`src/hdl/mrffd_pkg.sv`:
```
// ----------------------------------------------------------------------------
// mrffd_pkg
// Types and constants for the receive frame filter with duplicate detection.
// ----------------------------------------------------------------------------
package mrffd_pkg;

  localparam int unsigned ADDR_W  = 64;
  localparam int unsigned SEQ_W   = 16;
  localparam int unsigned HSEQ_W  = 8;
  localparam int unsigned CIDX_W  = 2;

  localparam logic [SEQ_W-1:0] NO_SEQUENCE = 16'hFFFF;

  typedef enum logic [1:0] {
    VERDICT_ACCEPTED    = 2'd0,
    VERDICT_PARSE_ERROR = 2'd1,
    VERDICT_NOT_FOR_US  = 2'd2,
    VERDICT_DUPLICATE   = 2'd3
  } verdict_t;

  typedef enum logic [CIDX_W-1:0] {
    REG_NODE_ADDRESS    = 2'd0,
    REG_ADDR_FILTER_ON  = 2'd1,
    REG_DUP_CHECK_ON    = 2'd2,
    REG_UNUSED          = 2'd3
  } cfg_reg_t;

endpackage

```
`src/hdl/mac_rx_frame_filter_dedup.sv`:
```
// ----------------------------------------------------------------------------
// mac_rx_frame_filter_dedup
// Receive-side frame filter: parse check, receiver address filter and
// duplicate detection against a shift history of (sender, sequence) pairs.
// ----------------------------------------------------------------------------
// Usage:
//   Input channel (in_*): one received frame header per transfer, taken when
//   in_valid is high and in_stall is low.
//   Result channel (out_*): one 2-bit verdict per frame, in order.
//   Config channel (cfg_*): register writes, cfg_ready is always high.
//   Write only while no frame is in flight.
// The verdict is registered on the input transfer, valid in the cycle after.
// Throughput: one frame per cycle while in_stall is low. The history compare
//   and the shift update both happen in the cycle of the input transfer, so
//   the next frame sees the updated history at once.
// Reset (rst_n low, synchronous): result register empty, history cleared to
//   sender 0 / sequence 0, node address 0, both filter flags on.
// Receiver stall: the verdict register holds; in_stall is raised only while
//   a verdict is held and out_stall is high, so a new frame is taken in the
//   same cycle that the held verdict leaves.
// ----------------------------------------------------------------------------
module mac_rx_frame_filter_dedup
  import mrffd_pkg::*;
#(
  parameter int unsigned HISTORY_DEPTH = 8
) (
  input  logic                clk,
  input  logic                rst_n,

  input  logic                in_valid,
  output logic                in_stall,
  input  logic                in_parse_ok,
  input  logic [ADDR_W-1:0]   in_receiver_address,
  input  logic [ADDR_W-1:0]   in_sender_address,
  input  logic [SEQ_W-1:0]    in_sequence_req,

  output logic                out_valid,
  input  logic                out_stall,
  output logic [1:0]          out_verdict,

  input  logic                cfg_valid,
  output logic                cfg_ready,
  input  logic [CIDX_W-1:0]   cfg_index,
  input  logic [ADDR_W-1:0]   cfg_data
);

  logic [ADDR_W-1:0] node_address_r;
  logic              addr_filter_on_r;
  logic              dup_check_on_r;

  logic [ADDR_W-1:0] hist_sender_r [HISTORY_DEPTH];
  logic [HSEQ_W-1:0] hist_seq_r    [HISTORY_DEPTH];

  logic              out_valid_r, out_valid_nxt;
  verdict_t          out_verdict_r, verdict_nxt;

  logic              in_xfer;
  logic              not_for_us;
  logic              seq_valid;
  logic              hist_hit;
  logic              push;

  assign cfg_ready = 1'b1;
  assign in_stall  = out_valid_r & out_stall;
  assign in_xfer   = in_valid & ~in_stall;

  // configuration registers
  always_ff @(posedge clk) begin
    if (!rst_n) begin
      node_address_r   <= '0;
      addr_filter_on_r <= 1'b1;
      dup_check_on_r   <= 1'b1;
    end else if (cfg_valid && cfg_ready) begin
      case (cfg_reg_t'(cfg_index))
        REG_NODE_ADDRESS:   node_address_r   <= cfg_data;
        REG_ADDR_FILTER_ON: addr_filter_on_r <= cfg_data[0];
        REG_DUP_CHECK_ON:   dup_check_on_r   <= cfg_data[0];
        default: ;
      endcase
    end
  end

  // verdict logic
  always_comb begin
    not_for_us = addr_filter_on_r &&
                 (in_receiver_address != node_address_r) &&
                 (in_receiver_address != '0);
    seq_valid  = dup_check_on_r && (in_sequence_req != NO_SEQUENCE);

    // stored byte is compared zero-extended against the full attribute
    hist_hit = 1'b0;
    for (int i = 0; i < HISTORY_DEPTH; i++) begin
      if ((in_sequence_req[SEQ_W-1:HSEQ_W] == '0) &&
          (in_sequence_req[HSEQ_W-1:0] == hist_seq_r[i]) &&
          (in_sender_address == hist_sender_r[i]))
        hist_hit = 1'b1;
    end

    push = 1'b0;
    if (!in_parse_ok) begin
      verdict_nxt = VERDICT_PARSE_ERROR;
    end else if (not_for_us) begin
      verdict_nxt = VERDICT_NOT_FOR_US;
    end else if (seq_valid && hist_hit) begin
      verdict_nxt = VERDICT_DUPLICATE;
    end else begin
      verdict_nxt = VERDICT_ACCEPTED;
      push        = seq_valid;
    end

    out_valid_nxt = out_valid_r;
    if (in_xfer)
      out_valid_nxt = 1'b1;
    else if (!out_stall)
      out_valid_nxt = 1'b0;
  end

  // shift history
  always_ff @(posedge clk) begin
    if (!rst_n) begin
      for (int i = 0; i < HISTORY_DEPTH; i++) begin
        hist_sender_r[i] <= '0;
        hist_seq_r[i]    <= '0;
      end
    end else if (in_xfer && push) begin
      for (int i = HISTORY_DEPTH - 1; i > 0; i--) begin
        hist_sender_r[i] <= hist_sender_r[i-1];
        hist_seq_r[i]    <= hist_seq_r[i-1];
      end
      hist_sender_r[0] <= in_sender_address;
      hist_seq_r[0]    <= in_sequence_req[HSEQ_W-1:0];
    end
  end

  // result register
  always_ff @(posedge clk) begin
    if (!rst_n)
      out_valid_r <= 1'b0;
    else
      out_valid_r <= out_valid_nxt;
  end

  always_ff @(posedge clk) begin
    if (in_xfer)
      out_verdict_r <= verdict_nxt;
  end

  assign out_valid   = out_valid_r;
  assign out_verdict = out_verdict_r;

`ifndef SYNTHESIS
  a_parse_err: assert property (@(posedge clk) disable iff (!rst_n)
    (in_xfer && !in_parse_ok) |=> (out_verdict_r == VERDICT_PARSE_ERROR))
    else $error("parse failure did not yield parse error verdict");

  a_dup_no_push: assert property (@(posedge clk) disable iff (!rst_n)
    (in_xfer && verdict_nxt == VERDICT_DUPLICATE) |=>
      ($stable(hist_sender_r[0]) && $stable(hist_seq_r[0])))
    else $error("history changed on duplicate frame");

  a_push_head: assert property (@(posedge clk) disable iff (!rst_n)
    (in_xfer && push) |=> (hist_sender_r[0] == $past(in_sender_address)))
    else $error("pushed sender not at history head");

  a_no_overwrite: assert property (@(posedge clk) disable iff (!rst_n)
    (out_valid_r && out_stall) |-> !in_xfer)
    else $error("input transfer while verdict held");
`endif

endmodule

```
`config.mk`:
```
export PLATFORM = sky130hd
export DESIGN_NAME = mac_rx_frame_filter_dedup
export DESIGN_NICKNAME = d
export VERILOG_FILES = /design/src/hdl/mrffd_pkg.sv /design/src/hdl/mac_rx_frame_filter_dedup.sv
export SDC_FILE = /design/constraint.sdc
export NUM_CORES = 1
export LEC_CHECK = 0
export BUFFER_PORTS_ARGS = -buffer_cell sky130_fd_sc_hd__buf_2
export CAP_MARGIN = 0
export CORE_MARGIN = 2
export CORE_UTILIZATION = 48
export DETAILED_ROUTE_END_ITERATION = 6
export PLACE_DENSITY_LB_ADDON = 0.05
export SETUP_SLACK_MARGIN = 0.1
export SYNTH_ARGS = -nofsm -noshare
export SYNTH_HDL_FRONTEND = slang
export SYNTH_SLANG_ARGS = --single-unit
```
`constraint.sdc`:
```
create_clock -name clk -period 31.7 [get_ports clk]
set_input_delay 4.755 -clock clk [delete_from_list [all_inputs] [get_ports clk]]
set_output_delay 4.755 -clock clk [all_outputs]
set_load 0.02 [all_outputs]
```
---- Yosys cells after proc, flatten, opt, wreduce, memory -nomap -nowiden ----
Memory sizes are Yosys's and may differ from the RTL's.
Cells that the tools add are included.
storage, ports and cells
  register bits ........................... 69
  RAM bits ................................ 576
  output and inout port bits .............. 5
  word-level logic and storage cells ...... 109
  memories kept ........................... 2
operators by class
  equality and inequality tests ........... 21
  muxes and demuxes ....................... 35
  bitwise gates (word level) .............. 19
  reductions and logical operators ........ 27
memories
  memory         depth  width  rd ports  clocked after memory_dff  write ports  RTL line                         text
  hist_sender_r  8      64     8         0                         8            mac_rx_frame_filter_dedup.sv:51  logic [ADDR_W-1:0] hist_sender_r [HISTORY_DEPTH];
  hist_seq_r     8      8      8         0                         8            mac_rx_frame_filter_dedup.sv:52  logic [HSEQ_W-1:0] hist_seq_r [HISTORY_DEPTH];
operators by type and width
  cell                                           number
  == test 64 bit                                 8
  two-way mux 64 bit                             8
  == test 8 bit                                  8
  two-way mux 8 bit                              8
  != test 64 bit                                 1
  nonzero test 64 bit                            1
  logical AND 1 bit                              21
  two-way mux 1 bit                              17
  != test 16 bit, second input constant          1
  bitwise OR 1 bit                               16
  logical NOT 8 bit                              1
  AND reduction 2 bit                            3
  two-way mux 2 bit                              2
  bitwise AND 1 bit                              2
  == test 2 x 1 -> 1 bit, second input constant  1
  == test 2 bit, second input constant           1
  logical NOT 2 bit                              1
  != test 2 x 1 -> 1 bit, second input constant  1
  inverter 1 bit                                 1

---- Longest topological paths before layout ----
An unclocked memory read counts as a cell.
  depth after elaboration ................. 21
  mapped depth ............................ 11

---- Worst setup path before layout ----
Ideal clock, no wire load.
  path kind ............................... input to register
  start point ............................. in in_sequence_req[2]
  end point ............................... mem hist_sender_r[0][0] (enable)
  library setup time ...................... 1592 ps
  arrival time ............................ 31512 ps
  slack ................................... -1404 ps
  stages .................................. 11
  path through ............................ buf_4 > xnor2_1 > nand4_1 > nor4_1 > nand4_1 > o22ai_1 > or4_1 > buf_4 > buf_6 > buf_6 > o21ai_1
RTL lines
  element      RTL line                         text
  from (decl)  mac_rx_frame_filter_dedup.sv:35  input logic [SEQ_W-1:0] in_sequence_req,
  to (decl)    mac_rx_frame_filter_dedup.sv:51

==> impl_metrics.tcl <==
set metrics [dict create \
    wire_per_inst_um 30.15 \
    slew_headroom 0.05616 \
    cellPowerDensity_nw_per_um2 51.54 \
    drtIter0Drc 3160 \
    crit_path_start_kind "input pin" \
    crit_type "input pin to flip-flop" \
    drt_pass1_iterations 5 \
    start_util 0.4860 \
    ff_latch_area_um2 18700 \
    multiInputGateArea_um2 15040 \
    rows 102 \
    fmax_mhz 94.37 \
    ioPinCount 221 \
    place_hpwl_um 92720 \
    crit_path_end_kind "flip-flop" \
    max_cap_violations 0 \
    post-route-min-period_ns 10.60 \
    syn-instance-count 3191 \
    cts_root_buf "clkbuf_16" \
    fin_skew_ns 0.02040 \
    grt_max_degree 200 \
    syn_area_per_cell_um2 11.82 \
    die_w_um 284.3 \
    worstPathMaxFanout 145 \
    antenna_found_initial 10 \
    ys_warn_count 0 \
    seqPwrFrac 0.468 \
    via_per_inst 5.860 \
    swShare 0.2706 \
    port_buffers 219 \
    synth-seq-cells 645 \
    worst_ir_drop_vdd_mv 0.04099 \
    first_global_vias 24700 \
    dieArea_um2 80820 \
    p_leak_nw 13.24 \
    slew_viol_final 0 \
    ctsResizeCount 0 \
    hold_class "flip-flop to flip-flop" \
    vias 25360 \
    nNetsFinal 3446 \
    rsz0062_at_grt "no" \
    hold_violations 0 \
    die_h_um 284.3 \
    ys_types 36 \
    status "finished, final reports clean" \
    gr-usage-all-layers 0.3175 \
    area_growth_pct 8.846 \
    arrival_ns 10.94 \
    route.detailed.drc 0 \
    tightest_slew_ns 1.416 \
    core_area_um2 77590 \
    p_switching_uw 572.5 \
    synth-seq-area-share 0.4959 \
    combPwrFrac 0.116 \
    clkSlewWorstSetupHoldPaths_ns 0.06 \
    finalSetupTns_ns 0 \
    place.gp.congestion 1.025 \
    p_int_mw 1.543 \
    ctsLongestPathBuffers 3 \
    grt-ovfl-total 0 \
    grt_pass1_wl_um 184900 \
    cts_tree "built" \
    fillCellCount 6947 \
    cts_sinks 645 \
    clkPwrFrac 0.416 \
    ant_nets 0 \
    cts_buffers 76 \
    routed_wirelength_um 130500 \
    htreeDepth 3 \
    setup_viol 0 \
    syn_nets 3407 \
    drive_gt1_frac 0.2709 \
    worstSkewPairLatency_ns 0.63 \
    ctsHoldBuffers 0 \
    fin_util 0.5289 \
    post_cts_buffers 0 \
    post-route-period-util 0.3343 \
    critPathRequiredTime_ns 32.04 \
    netlist_area_um2 37710 \
]
cell families after synthesis:
group | count (synthesis) | synth area share
buf+inv | 863 | 0.1063
mux | 1 | 0.0002655
compound gates | 82 | 0.01178
xor+xnor | 636 | 0.1477
other cells | 1 | 0.00009945
flops | 645 | 0.4959
simple gates | 963 | 0.2380
power groups by stage:
stage,Sequential [mW],Combinational (mW),Clock (mW)
2_1_floorplan,1.02,0.143,0
3_3_place_gp,1.01,0.243,0
3_5_place_dp,1.01,0.241,0
4_1_cts,0.989,0.243,0.889
5_1_grt,0.993,0.254,0.922
6_report,0.990,0.246,0.879
layer usage:
layer / GRT usage / wire, µm / up-vias / part of all wire
met5: 0 / 42 / - / 0.00032
met4: 0.1275 / 5837 / 6 / 0.045
met3: 0.06774 / 10950 / 220 / 0.084
met2: 0.4793 / 58750 / 1105 / 0.45
met1: 0.4449 / 54890 / 12840 / 0.42
li1: - / - / 11190 / -
metrics by stage:
stage	worst slack (ns)	instances	area, µm²	total power, mW	hold WS (ns)
2_1_floorplan	9.760	3191	37710	1.162	0.4439
3_3_place_gp	20.80	4192	38610	1.249	0.4536
3_5_place_dp	20.80	4192	38610	1.248	0.4595
4_1_cts	21.42	4325	41040	2.121	0.4659
5_1_grt	21.12	4326	41040	2.169	0.4823
6_report	21.10	4328	41040	2.115	0.4679
worst paths after layout:
check                                 startpoint                                   to  slack [ns]  cells after the start
min              node_address_r[62]$_SDFFE_PN0P_      node_address_r[62]$_SDFFE_PN0P_        0.47                      2
max                           in_sequence_req[9]  hist_sender_r[0][130]$_SDFFCE_PN0P_       21.10                     11
max reg2reg  hist_sender_r[0][179]$_SDFFCE_PN0P_  hist_sender_r[0][130]$_SDFFCE_PN0P_       25.17                     10
min reg2reg      node_address_r[62]$_SDFFE_PN0P_      node_address_r[62]$_SDFFE_PN0P_        0.47                      2
synth_stat cells:
| cell | number | area, µm² |
|---|---|---|
| buf_6 | 64 | 720.7 |
| nand3b_1 | 1 | 7.510 |
| nor3_1 | 9 | 45.04 |
| o21ai_1 | 1 | 5.000 |
| nor2b_1 | 1 | 6.260 |
| buf_4 | 74 | 555.5 |
| nor4_1 | 116 | 725.7 |
| dfxtp_1 | 67 | 1341 |
| or3b_2 | 1 | 8.760 |
| o41a_1 | 1 | 11.26 |
| and2_1 | 1 | 6.260 |
| buf_1 | 20 | 75.07 |
| nand3_1 | 7 | 35.03 |
| conb_1 | 1 | 3.750 |
| o21ai_0 | 3 | 15.01 |
| o22ai_1 | 8 | 50.05 |
| nor4_2 | 530 | 6631 |
| buf_2 | 8 | 40.04 |
| clkbuf_1 | 119 | 446.7 |
| xor2_1 | 74 | 648.1 |
| inv_2 | 2 | 7.510 |
| or4_1 | 1 | 7.510 |
| nand4_1 | 154 | 963.4 |
| o41ai_1 | 1 | 8.760 |
| inv_1 | 576 | 2162 |
| nand2_1 | 140 | 525.5 |
| o2bb2ai_1 | 1 | 8.760 |
| nor2_1 | 1 | 3.750 |
| o2111ai_1 | 1 | 8.760 |
| edfxtp_1 | 578 | 17360 |
| mux2i_1 | 1 | 10.01 |
| xnor2_1 | 562 | 4922 |
| o311ai_0 | 1 | 8.760 |
| o21a_1 | 1 | 7.510 |
| nor3b_1 | 1 | 7.510 |
| a21oi_1 | 64 | 320.3 |
state kept, by name, indices dropped and copies added, names as in the netlist:
signal            count
hist_seq_r           64
out_verdict           2
dup_check_on_r        1
addr_filter_on_r      1
hist_sender_r       512
out_valid             1
node_address_r       64
layout make-up:
class / count / share of cell area
antenna: 3 / 0.0001829
clock buffer: 106 / 0.05204
timing repair buffer: 246 / 0.03408
clock inverter: 27 / 0.006951
tap: 1040 / 0.03170
multi-input combinational: 1683 / 0.3664
sequential: 645 / 0.4556
inverter: 578 / 0.05304
worst max-delay path, cell delays in order:
cell and delay [ns]:
buf_2 0.11, nor4_1 0.27, nand2_1 0.49, nor4_1 0.90
nand4_1 0.27, o22ai_1 0.28, or4_4 0.87, buf_12 0.70
buf_12 0.75, buf_4 0.97, nor4_2 0.11
cells in the final DEF (no fill, tap or decap), types with 64 or more instances in the layout:
master     netlist  layout
clkbuf_16        0      79
nor4_2         530     530
nand4_1        154     154
xor2_1          74      74
inv_1          576     576
nor4_1         116     116
edfxtp_1       578     578
xnor2_1        562     562
nand2_1        140     140
dfxtp_1         67      67
a21oi_1         64      64
buf_2            8     219
No activity file was read; power rests on OpenSTA's default activity.
